==> config.mk <==
export PLATFORM = sky130hd
export DESIGN_NAME = command_frame_encoder_crc16
export DESIGN_NICKNAME = d
export VERILOG_FILES = /design/src/design/cfe_pkg.sv /design/src/design/cfe_front.sv /design/src/design/cfe_queue.sv /design/src/design/cfe_back.sv /design/src/design/command_frame_encoder_crc16.sv
export VERILOG_INCLUDE_DIRS = /design/src /design/src/design
export SDC_FILE = /design/constraint.sdc
export NUM_CORES = 1
export LEC_CHECK = 0
export BUFFER_PORTS_ARGS = -buffer_cell sky130_fd_sc_hd__clkbuf_2
export CAP_MARGIN = 0
export CORE_ASPECT_RATIO = 1.75
export CORE_MARGIN = 5
export CORE_UTILIZATION = 55
export CTS_CLUSTER_SIZE = 10
export DETAILED_ROUTE_END_ITERATION = 10
export PLACE_DENSITY = 0.74
export SLEW_MARGIN = 10
export SYNTH_ARGS = -nofsm -noshare
export SYNTH_HDL_FRONTEND = slang
export SYNTH_SLANG_ARGS = --single-unit
export TNS_END_PERCENT = 30
==> constraint.sdc <==
create_clock -name clk -period 5.8 [get_ports clk]
set_input_delay 1.16 -clock clk [delete_from_list [all_inputs] [get_ports clk]]
set_output_delay 1.16 -clock clk [all_outputs]
set_load 0.02 [all_outputs]
==> src/design/command_frame_encoder_crc16_assert.svh <==
// Assertion macros shared by the encoder modules.
`ifndef COMMAND_FRAME_ENCODER_CRC16_ASSERT_SVH
`define COMMAND_FRAME_ENCODER_CRC16_ASSERT_SVH

// Same-cycle implication, checked out of reset.
`define CFE_ASSERT_IMP(lbl, ante, cons, msg) \
  lbl: assert property (@(posedge clk) disable iff (!rst_n) (ante) |-> (cons)) \
    else $error(msg);

// Next-cycle implication, checked out of reset.
`define CFE_ASSERT_NXT(lbl, ante, cons, msg) \
  lbl: assert property (@(posedge clk) disable iff (!rst_n) (ante) |=> (cons)) \
    else $error(msg);

`endif

==> src/design/cfe_pkg.sv <==
package cfe_pkg;

  localparam logic [7:0]  HDR0     = 8'hA5;
  localparam logic [7:0]  HDR1     = 8'h5A;
  localparam logic [15:0] CRC_INIT = 16'hFFFF;
  localparam logic [15:0] CRC_POLY = 16'hA001;
  localparam logic [3:0]  CRC_SPAN = 4'd10;
  localparam logic [3:0]  LAST_IDX = 4'd11;

  typedef struct packed {
    logic [7:0]  command;
    logic [7:0]  arg_a;
    logic [7:0]  arg_b;
    logic [7:0]  arg_c;
    logic [31:0] payload_value;
  } frame_req_t;

  function automatic logic [15:0] crc16_byte(input logic [15:0] crc, input logic [7:0] data);
    logic [15:0] acc;
    acc = crc ^ {8'h00, data};
    for (int b = 0; b < 8; b++) begin
      acc = acc[0] ? ((acc >> 1) ^ CRC_POLY) : (acc >> 1);
    end
    return acc;
  endfunction

endpackage

==> src/design/cfe_front.sv <==
module cfe_front (
  input  logic                clk,
  input  logic                rst_n,
  input  logic                in_valid,
  output logic                in_ready,
  input  logic [7:0]          in_command,
  input  logic [7:0]          in_arg_a,
  input  logic [7:0]          in_arg_b,
  input  logic [7:0]          in_arg_c,
  input  logic [31:0]         in_payload_value,
  output logic                push_valid,
  input  logic                push_ready,
  output cfe_pkg::frame_req_t push_data
);

  logic                valid_r;
  cfe_pkg::frame_req_t req_r;
  logic                in_take;

  assign in_ready   = !valid_r || push_ready;
  assign in_take    = in_valid && in_ready;
  assign push_valid = valid_r;
  assign push_data  = req_r;

  always_ff @(posedge clk) begin
    if (!rst_n) begin
      valid_r <= 1'b0;
    end else if (in_take) begin
      valid_r <= 1'b1;
    end else if (push_ready) begin
      valid_r <= 1'b0;
    end
  end

  always_ff @(posedge clk) begin
    if (in_take) begin
      req_r.command       <= in_command;
      req_r.arg_a         <= in_arg_a;
      req_r.arg_b         <= in_arg_b;
      req_r.arg_c         <= in_arg_c;
      req_r.payload_value <= in_payload_value;
    end
  end

endmodule

==> src/design/cfe_queue.sv <==
`include "command_frame_encoder_crc16_assert.svh"

module cfe_queue #(
  parameter int DEPTH = 2
) (
  input  logic                clk,
  input  logic                rst_n,
  input  logic                push_valid,
  output logic                push_ready,
  input  cfe_pkg::frame_req_t push_data,
  output logic                pop_valid,
  input  logic                pop_ready,
  output cfe_pkg::frame_req_t pop_data
);

  localparam int AW = $clog2(DEPTH);
  localparam int CW = $clog2(DEPTH + 1);

  cfe_pkg::frame_req_t mem_r [DEPTH];
  logic [AW-1:0] wr_ptr_r;
  logic [AW-1:0] rd_ptr_r;
  logic [CW-1:0] count_r;
  logic          push;
  logic          pop;

  assign push_ready = count_r != CW'(DEPTH);
  assign pop_valid  = count_r != '0;
  assign push       = push_valid && push_ready;
  assign pop        = pop_valid && pop_ready;
  assign pop_data   = mem_r[rd_ptr_r];

  always_ff @(posedge clk) begin
    if (!rst_n) begin
      wr_ptr_r <= '0;
      rd_ptr_r <= '0;
      count_r  <= '0;
    end else begin
      if (push) begin
        wr_ptr_r <= (wr_ptr_r == AW'(DEPTH - 1)) ? '0 : wr_ptr_r + 1'b1;
      end
      if (pop) begin
        rd_ptr_r <= (rd_ptr_r == AW'(DEPTH - 1)) ? '0 : rd_ptr_r + 1'b1;
      end
      if (push && !pop) begin
        count_r <= count_r + 1'b1;
      end else if (pop && !push) begin
        count_r <= count_r - 1'b1;
      end
    end
  end

  always_ff @(posedge clk) begin
    if (push) begin
      mem_r[wr_ptr_r] <= push_data;
    end
  end

  `CFE_ASSERT_IMP(a_count_bound, 1'b1, count_r <= CW'(DEPTH), "Queue count exceeds depth.")
  `CFE_ASSERT_NXT(a_count_up, push && !pop, count_r == $past(count_r) + CW'(1),
                  "Queue count did not grow on a lone push.")
  `CFE_ASSERT_NXT(a_count_down, pop && !push, count_r == $past(count_r) - CW'(1),
                  "Queue count did not shrink on a lone pop.")

endmodule

==> src/design/cfe_back.sv <==
`include "command_frame_encoder_crc16_assert.svh"

module cfe_back (
  input  logic                clk,
  input  logic                rst_n,
  input  logic                q_valid,
  output logic                q_ready,
  input  cfe_pkg::frame_req_t q_data,
  output logic                out_valid,
  input  logic                out_ready,
  output logic [7:0]          out_frame_byte,
  output logic [3:0]          out_byte_index,
  output logic                out_last_byte
);

  cfe_pkg::frame_req_t req_r;
  logic        busy_r;
  logic [3:0]  idx_r;
  logic [15:0] crc_r;
  logic        out_valid_r;
  logic [7:0]  out_frame_byte_r;
  logic [3:0]  out_byte_index_r;
  logic        out_last_byte_r;
  logic        advance;
  logic        frame_done;
  logic        load;
  logic [7:0]  byte_sel;

  assign advance    = busy_r && (!out_valid_r || out_ready);
  assign frame_done = advance && (idx_r == cfe_pkg::LAST_IDX);
  assign load       = q_valid && (!busy_r || frame_done);
  assign q_ready    = !busy_r || frame_done;

  assign out_valid      = out_valid_r;
  assign out_frame_byte = out_frame_byte_r;
  assign out_byte_index = out_byte_index_r;
  assign out_last_byte  = out_last_byte_r;

  always_comb begin
    case (idx_r)
      4'd0:    byte_sel = cfe_pkg::HDR0;
      4'd1:    byte_sel = cfe_pkg::HDR1;
      4'd2:    byte_sel = req_r.command;
      4'd3:    byte_sel = req_r.arg_a;
      4'd4:    byte_sel = req_r.arg_b;
      4'd5:    byte_sel = req_r.arg_c;
      4'd6:    byte_sel = req_r.payload_value[31:24];
      4'd7:    byte_sel = req_r.payload_value[23:16];
      4'd8:    byte_sel = req_r.payload_value[15:8];
      4'd9:    byte_sel = req_r.payload_value[7:0];
      4'd10:   byte_sel = crc_r[7:0];
      default: byte_sel = crc_r[15:8];
    endcase
  end

  always_ff @(posedge clk) begin
    if (!rst_n) begin
      busy_r      <= 1'b0;
      out_valid_r <= 1'b0;
    end else begin
      if (load) begin
        busy_r <= 1'b1;
      end else if (frame_done) begin
        busy_r <= 1'b0;
      end
      if (advance) begin
        out_valid_r <= 1'b1;
      end else if (out_ready) begin
        out_valid_r <= 1'b0;
      end
    end
  end

  always_ff @(posedge clk) begin
    if (load) begin
      req_r <= q_data;
      idx_r <= '0;
      crc_r <= cfe_pkg::CRC_INIT;
    end else if (advance) begin
      idx_r <= idx_r + 1'b1;
      if (idx_r < cfe_pkg::CRC_SPAN) begin
        crc_r <= cfe_pkg::crc16_byte(crc_r, byte_sel);
      end
    end
  end

  always_ff @(posedge clk) begin
    if (advance) begin
      out_frame_byte_r <= byte_sel;
      out_byte_index_r <= idx_r;
      out_last_byte_r  <= idx_r == cfe_pkg::LAST_IDX;
    end
  end

  `CFE_ASSERT_IMP(a_last_at_end, out_valid_r && out_last_byte_r,
                  out_byte_index_r == cfe_pkg::LAST_IDX, "Last flag off the final index.")
  `CFE_ASSERT_NXT(a_load_restarts, load, busy_r && idx_r == 4'd0 && crc_r == cfe_pkg::CRC_INIT,
                  "Frame load did not restart index and CRC.")
  `CFE_ASSERT_NXT(a_mid_frame_busy, advance && !frame_done, busy_r,
                  "Back end went idle in the middle of a frame.")

endmodule

==> src/design/command_frame_encoder_crc16.sv <==
// Path: an accepted request is registered in the front end, written to the queue, then loaded
// by the back end; its twelve bytes leave the output register one per cycle while the output
// is taken. Requests are paced by this byte rate; the next loads with the last byte.
// The CRC is folded in one byte per cycle as the bytes are sent.
// Reset clears valid and busy flags and queue pointers and count; no clearing pass.
module command_frame_encoder_crc16 #(
  parameter int QUEUE_DEPTH = 2
) (
  input  logic        clk,
  input  logic        rst_n,
  input  logic        in_valid,
  output logic        in_ready,
  input  logic [7:0]  in_command,
  input  logic [7:0]  in_arg_a,
  input  logic [7:0]  in_arg_b,
  input  logic [7:0]  in_arg_c,
  input  logic [31:0] in_payload_value,
  output logic        out_valid,
  input  logic        out_ready,
  output logic [7:0]  out_frame_byte,
  output logic [3:0]  out_byte_index,
  output logic        out_last_byte
);

  logic                push_valid;
  logic                push_ready;
  cfe_pkg::frame_req_t push_data;
  logic                q_valid;
  logic                q_ready;
  cfe_pkg::frame_req_t q_data;

  cfe_front u_front (
    .clk              (clk),
    .rst_n            (rst_n),
    .in_valid         (in_valid),
    .in_ready         (in_ready),
    .in_command       (in_command),
    .in_arg_a         (in_arg_a),
    .in_arg_b         (in_arg_b),
    .in_arg_c         (in_arg_c),
    .in_payload_value (in_payload_value),
    .push_valid       (push_valid),
    .push_ready       (push_ready),
    .push_data        (push_data)
  );

  cfe_queue #(
    .DEPTH (QUEUE_DEPTH)
  ) u_queue (
    .clk        (clk),
    .rst_n      (rst_n),
    .push_valid (push_valid),
    .push_ready (push_ready),
    .push_data  (push_data),
    .pop_valid  (q_valid),
    .pop_ready  (q_ready),
    .pop_data   (q_data)
  );

  cfe_back u_back (
    .clk            (clk),
    .rst_n          (rst_n),
    .q_valid        (q_valid),
    .q_ready        (q_ready),
    .q_data         (q_data),
    .out_valid      (out_valid),
    .out_ready      (out_ready),
    .out_frame_byte (out_frame_byte),
    .out_byte_index (out_byte_index),
    .out_last_byte  (out_last_byte)
  );

endmodule
==> results of run 1 <==
==> how the worst max path moves through the flow <==
| stage | slack [ps] | from | endpoint | depth (start not counted) |
|---|---|---|---|---|
| after floorplan | 1500 | out_ready | u_back.req_r[0]$_DFFE_PP_ | 7 |
| after global placement | 1870 | out_ready | u_back.req_r[58]$_DFFE_PP_ | 9 |
| after detailed placement | 1760 | out_ready | u_back.req_r[59]$_DFFE_PP_ | 9 |
| after CTS | 1980 | u_back.idx_r[1]$_SDFFE_PP0P_ | u_back.crc_r[0]$_SDFFE_PP1P_ | 11 |
| after global routing | 1780 | u_back.idx_r[1]$_SDFFE_PP0P_ | u_back.crc_r[0]$_SDFFE_PP1P_ | 11 |
| final | 1980 | u_back.idx_r[1]$_SDFFE_PP0P_ | u_back.crc_r[0]$_SDFFE_PP1P_ | 11 |
==> through the flow <==
stage / std cells / hold WS (ps)
after CTS: 966 / 433
after global routing: 966 / 446
after global placement: 917 / 422
after detailed placement: 917 / 429
final: 966 / 434
after floorplan: 607 / 421
==> area by class of cell <==
| cell class | instances | area (µm²) |
|---|---|---|
| Sequential cell | 296 | 8620 |
| Fill cell | 1346 | 7130 |
| Multi-Input combinational cell | 278 | 2210 |
| Clock buffer | 46 | 938 |
| Timing Repair Buffer | 90 | 470 |
| Tap cell | 245 | 307 |
| Clock inverter | 3 | 30.0 |
| Inverter | 8 | 30.0 |
==> power by group <==
| group | total (W) | leakage (nW) | switching [W] | internal (W) |
|---|---|---|---|---|
| logic | 0.00216 | 1.20 | 0.00113 | 0.00103 |
| registers | 0.00306 | 2.75 | 0.000200 | 0.00286 |
| clock network | 0.00186 | 0.471 | 0.000742 | 0.00112 |
| total | 0.00709 | 4.41 | 0.00208 | 0.00501 |
==> layer usage <==
layer,up-vias,track usage,part of all wire
met4,0,0.0672,0.029
met5,-,0,0
met1,2606,0.203,0.37
li1,2526,-,-
met3,44,0.0276,0.039
met2,130,0.314,0.56
==> logic make-up (layout without fill, tap and decap cells) <==
kind of cell	count (synthesis)	in the layout	synth area share
AO/OA/AOI/OAI	70	70	0.0476
XOR/XNOR	26	26	0.0297
adder cells (fa/ha/maj)	5	5	0.00569
buffers and inverters	33	147	0.0154
flip-flops	296	296	0.784
multiplexers	69	69	0.0701
AND/OR/NAND/NOR	108	108	0.0475
==> cell usage in the layout, fill, tap and decap left out, drive strengths merged <==
| master | count |
|---|---|
| a211oi | 3 |
| a21boi | 5 |
| a21oi | 10 |
| a221o | 1 |
| a222oi | 5 |
| a22oi | 8 |
| a311oi | 6 |
| a31oi | 7 |
| and2 | 6 |
| and2b | 1 |
| and3 | 6 |
| buf | 8 |
| clkbuf | 128 |
| clkinv | 2 |
| dfxtp | 27 |
| edfxtp | 269 |
| ha | 5 |
| inv | 9 |
| mux2 | 64 |
| mux2i | 5 |
| nand2 | 38 |
| nand2b | 8 |
| nand3 | 15 |
| nand3b | 1 |
| nand4 | 1 |
| nor2 | 26 |
| nor3 | 4 |
| nor4 | 1 |
| o211ai | 6 |
| o21a | 2 |
| o21ai | 7 |
| o22ai | 9 |
| o2bb2ai | 1 |
| or3 | 1 |
| xnor2 | 17 |
| xnor3 | 3 |
| xor2 | 6 |
==> sequential cells by signal (all words and copies together) (netlist names), 2 cells and up <==
signal / count
u_front.push_data: 64
u_back.out_byte_index: 4
u_queue.mem_r: 128
u_back.crc_r: 16
u_back.req_r: 64
u_back.idx_r: 4
u_back.out_frame_byte: 8
u_queue.count_r: 2
==> impl_metrics.csv, run 1 <==
group,metric,value,unit
global_route,grt_usage,0.173,
sta,slew_headroom,0.409,
synth,ys_seq_elements,296,
sta,setup_viol,0,
final_layout,insertedDiodeCount,0,
critical_path,r2r_end,"u_back.crc_r[0]$_SDFFE_PP1P_",
place,port_buffers,82,
sta,finalHoldViolCount,0,
synth,synth_edf_count,269,
critical_path,cp_max_fo,19,
critical_path,worstPathArrival,4240,ps
global_route,grt_max_degree,71,
synth,synth_seq_area_share,0.784,
cts,cts.path.max_buffers,3,
critical_path,crit_family,"compound AO/OA/AOI/OAI gates",
final_layout,drive_above_1_share,0.298,
synth,synth_area_leader_cell,"edfxtp_1",
critical_path,ff2ff_setup_slack,1980,ps
final_layout,postLayoutCoreUtil,0.639,
sta,slew_violations,0,
synth,synth_fp_nets,680,
sta,max_freq,0.262,GHz
die,die_w,117,µm
cts,cts_inserted_buffers,35,
route,ant_nets,0,
die,start_util,0.557,
synth,synthCells,607,
critical_path,cpPeakStageDelay,710,ps
synth,synth-async-reset-ratio,0,
min_path,worstHoldEndpoint,"u_queue.mem_r[1][39]$_DFFE_PP_",
die,dieArea,0.0230,mm²
pwr,peakVddDrop,644,µV
run_status,status,"finished, final reports clean",
synth,syn-cell-area,0.0110,mm²
place,post_dp_cell_area,0.0116,mm²
cts,cts_tree,"done",
synth,postSynthAreaPerCell,18.1,µm²
route,drc,0,
synth,synth_area_leaders,"edfxtp_1 73%, mux2_2 6.6%, dfxtp_1 4.9%",
cts,postCtsSetupBuffers,0,
synth,synth_top_area_frac,0.735,
cts,cts_root_buf,"clkbuf_16",
route,drt_wl_total,19200,µm
die,core_region_area,0.0197,mm²
die,die_height,197,µm
pwr,p_leak,4.41,nW
critical_path,worstRegToRegCells,11,
place,pre_cts_slack,1760,ps
critical_path,critPathRequiredTime,6230,ps
route,vias,5306,
cts,cts.sinks,296,
synth,synth.most_common_cell,"edfxtp_1",
critical_path,crit_chain,"inv_1 > ha_1 > nor3_2 > o21a_1 > a211oi_2 > a311oi_1 > a221o_1 > xor2_1 > xnor3_2 > xnor3_1 > o21ai_1",
run,cap_violations,0,
critical_path,worstReg2RegStart,"u_back.idx_r[1]$_SDFFE_PP0P_",
sta,period_share,0.658,
synth,yosys-top-cells-count,"269 x edfxtp_1, 64 x mux2_2, 38 x nand2_1, 27 x dfxtp_1, 25 x nor2_1",
pwr,finalPower,0.00709,W
die,ios,83,
route,vias_per_cell,5.49,
final_layout,syn2layout_area_growth,14.7,%
global_route,grt_pass1_vias,5695,
synth,ys_types,49,
cts,clkLatencyLatePin,500,ps
route,avgRoutedWirePerCell,19.8,µm
global_route,grt.overflow.total,0,
sta,fin_ws,1980,ps
sta,worstMarginPinSlew,886,ps
critical_path,endpoint_kind,"register",
critical_path,critPathSlowestCell,"ha_1",
synth,ys_warn_count,0,
cts,cts.htree.levels,2,
final_layout,layout.nets,782,
critical_path,timing.critical_path.buf_inv,1,
cts,path_clk_slew,60,ps
route,first_pass_iters,5,
sta,rsz0062_at_grt,"false",
sta,fin_skew,11.6,ps
route,initialDrtViolationCount,306,
min_path,holdPathStages,0,
cts,cts_resized,0,
min_path,min_path_type,"register to register",
place,place_hpwl,12700,µm
die,rows,68,
min_path,min_from,"u_front.push_data[39]$_DFFE_PP_",
cts,holdBufCountCts,0,
global_route,grt_pass1_wl,30600,µm
global_route,antenna_found_initial,0,
sta,fin_tns_setup,0,ps
critical_path,critPathKind,"register to register",
critical_path,cp-start-kind,"register",
final_layout,final_area,0.0126,mm²
sta,finalCriticalPeriod,3820,ps
synth,synth_top_flop_cell,"edfxtp_1",
pwr,p_per_area,562,mW/mm²
place,place.gp.congestion,0.886,
Note: power is estimated with default switching activity, not from simulation.
==> run 2, diff against run 1 <==
CORE_UTILIZATION = 54   (was 55)
PLACE_DENSITY = 0.76   (was 0.74)
clock period = 3.3 ns   (was 5.8 ns; I/O delays follow)
==> impl_metrics.csv, run 2 (synthesis results as in run 1) <==
group,metric,value,unit
final_layout,final_cell_mix,"269 x edfxtp_1, 82 x clkbuf_2, 64 x mux2_2",
sta,finalHoldViolCount,0,
min_path,min_from,"in_command[7]",
run_status,status,"finished, final reports clean",
die,start_util,0.544,
global_route,grtUsageMet3,0.0302,
die,die_height,199,µm
sta,max_freq,0.322,GHz
pwr,p_per_area,999,mW/mm²
critical_path,r2r_end,"u_back.crc_r[0]$_SDFFE_PP1P_",
critical_path,critPathRequiredTime,3720,ps
final_layout,largest_reg_flops,128,
final_layout,insertedDiodeCount,0,
final_layout,final_common_cell,"edfxtp_1",
critical_path,worstPathArrival,3530,ps
place,place.gp.congestion,0.929,
pwr,p_leak,4.56,nW
global_route,grt_pass1_vias,5783,
route,initialDrtViolationCount,335,
min_path,worstHoldEndpoint,"u_front.push_data[63]$_DFFE_PP_",
cts,cts_root_buf,"clkbuf_16",
critical_path,cp-start-kind,"register",
critical_path,ff2ff_setup_slack,200,ps
global_route,grt_pass1_wl,31200,µm
critical_path,endpoint_kind,"register",
sta,rsz0062_at_grt,"false",
route,first_pass_iters,6,
global_route,antenna_found_initial,0,
cts,cts_inserted_buffers,35,
route,avgRoutedWirePerCell,19.8,µm
cts,cts.path.max_buffers,3,
final_layout,drive_above_1_share,0.328,
global_route,grt_max_degree,66,
min_path,holdPathStages,1,
final_layout,layout.nets,807,
min_path,min_path_type,"input port to register",
sta,finalCriticalPeriod,3100,ps
critical_path,worstRegToRegCells,11,
route,ant_nets,0,
cts,clkLatencyLatePin,510,ps
route,drc,0,
sta,slew_violations,0,
global_route,grt.busiest_layer,"met2",
sta,period_share,0.940,
final_layout,postLayoutCoreUtil,0.638,
global_route,grt.overflow.total,0,
pwr,peakVddDrop,1350,µV
critical_path,cpPeakStageDelay,500,ps
cts,cts.htree.levels,2,
die,core_region_area,0.0202,mm²
die,ios,83,
route,drt_wl_total,19700,µm
final_layout,syn2layout_area_growth,17.3,%
sta,fin_skew,21.4,ps
place,place_hpwl,13500,µm
cts,holdBufCountCts,0,
critical_path,critPathSlowestCell,"xnor3_2",
critical_path,crit_chain,"inv_1 > ha_1 > nor3_2 > o21a_1 > a211oi_2 > and3_1 > a221o_1 > xor2_1 > xnor3_2 > xnor3_1 > o21ai_1",
sta,worstMarginPinSlew,877,ps
die,dieArea,0.0234,mm²
cts,path_clk_slew,50,ps
cts,cts.sinks,296,
global_route,grt_util_met2,0.316,
cts,cts_tree,"done",
route,vias_per_cell,5.35,
route,vias,5319,
pwr,finalPower,0.0129,W
die,rows,69,
global_route,met1_usage,0.197,
run,cap_violations,0,
critical_path,worstReg2RegStart,"u_back.idx_r[0]$_SDFFE_PP0P_",
critical_path,critPathKind,"register to register",
die,die_w,118,µm
sta,setup_viol,0,
place,port_buffers,82,
critical_path,cp_max_fo,6,
sta,slew_headroom,0.416,
global_route,grt_usage,0.171,
final_layout,largest-register,"u_queue.mem_r",
-- run 2: cell types whose count changed in the layout (fill, tap and decap cells not counted), sizes merged --
cell,change
clkbuf,+1
buf,+25
-- run 2: timing repair --
action                                  CTS  global route
endpoints found under the setup margin    0             2
resized for setup                         0             5
setup buffers                             0             0
-- run 2: per-stage QoR --
step	hold WS (ps)	std cells	setup WS, ps	area (µm²)	setup TNS, ps
3_5_place_dp	430	945	81.3	11900	0
3_3_place_gp	424	945	155	11900	0
2_1_floorplan	421	607	-503	11000	-34430
4_1_cts	300	995	56.9	12900	0
5_1_grt	307	995	4.40	12900	0
6_report	321	995	198	12900	0
-- run 2: where the power goes --
part | internal (W) | switching, W
Clock | 0.00198 | 0.00132
Sequential | 0.00502 | 0.000362
Combinational | 0.00216 | 0.00204
Total | 0.00915 | 0.00373
-- run 2: per-layer routing --
layer | vias to the layer above | routed length (µm)
met5 | - | 0
met4 | 0 | 603
met3 | 35 | 696
met2 | 117 | 11000
met1 | 2588 | 7450
li1 | 2579 | -
-- run 2: worst max-delay path by stage --
stage,from,endpoint,slack (ps),cells after the start
final,u_back.idx_r[0]$_SDFFE_PP0P_,u_back.crc_r[0]$_SDFFE_PP1P_,200,11
after CTS,u_back.idx_r[1]$_SDFFE_PP0P_,u_back.crc_r[0]$_SDFFE_PP1P_,60,12
after detailed placement,u_back.idx_r[1]$_SDFFE_PP0P_,u_back.crc_r[0]$_SDFFE_PP1P_,80,12
after global routing,u_back.idx_r[0]$_SDFFE_PP0P_,u_back.crc_r[0]$_SDFFE_PP1P_,4,12
after global placement,u_back.idx_r[1]$_SDFFE_PP0P_,u_back.crc_r[0]$_SDFFE_PP1P_,160,12
after floorplan,out_ready,u_back.req_r[0]$_DFFE_PP_,-500,7
-- run 2: layout make-up --
cell class,count,area [µm²]
clock buffer,47,942
clock inverter,3,30.0
fill,1414,7300
inverter,8,30.0
multi-input combinational,278,2230
sequential,296,8620
tap,248,310
timing repair buffer,115,733
-- run 2: critical path, delay by kind of cell, from the launching register on --
kind	cells	cell delay (ps)
adder cells (fa/ha/maj)	1	300
AND/OR/NAND/NOR	2	460
flip-flops	1	370
XOR/XNOR	3	1080
buffers and inverters	1	90
AO/OA/AOI/OAI	4	750
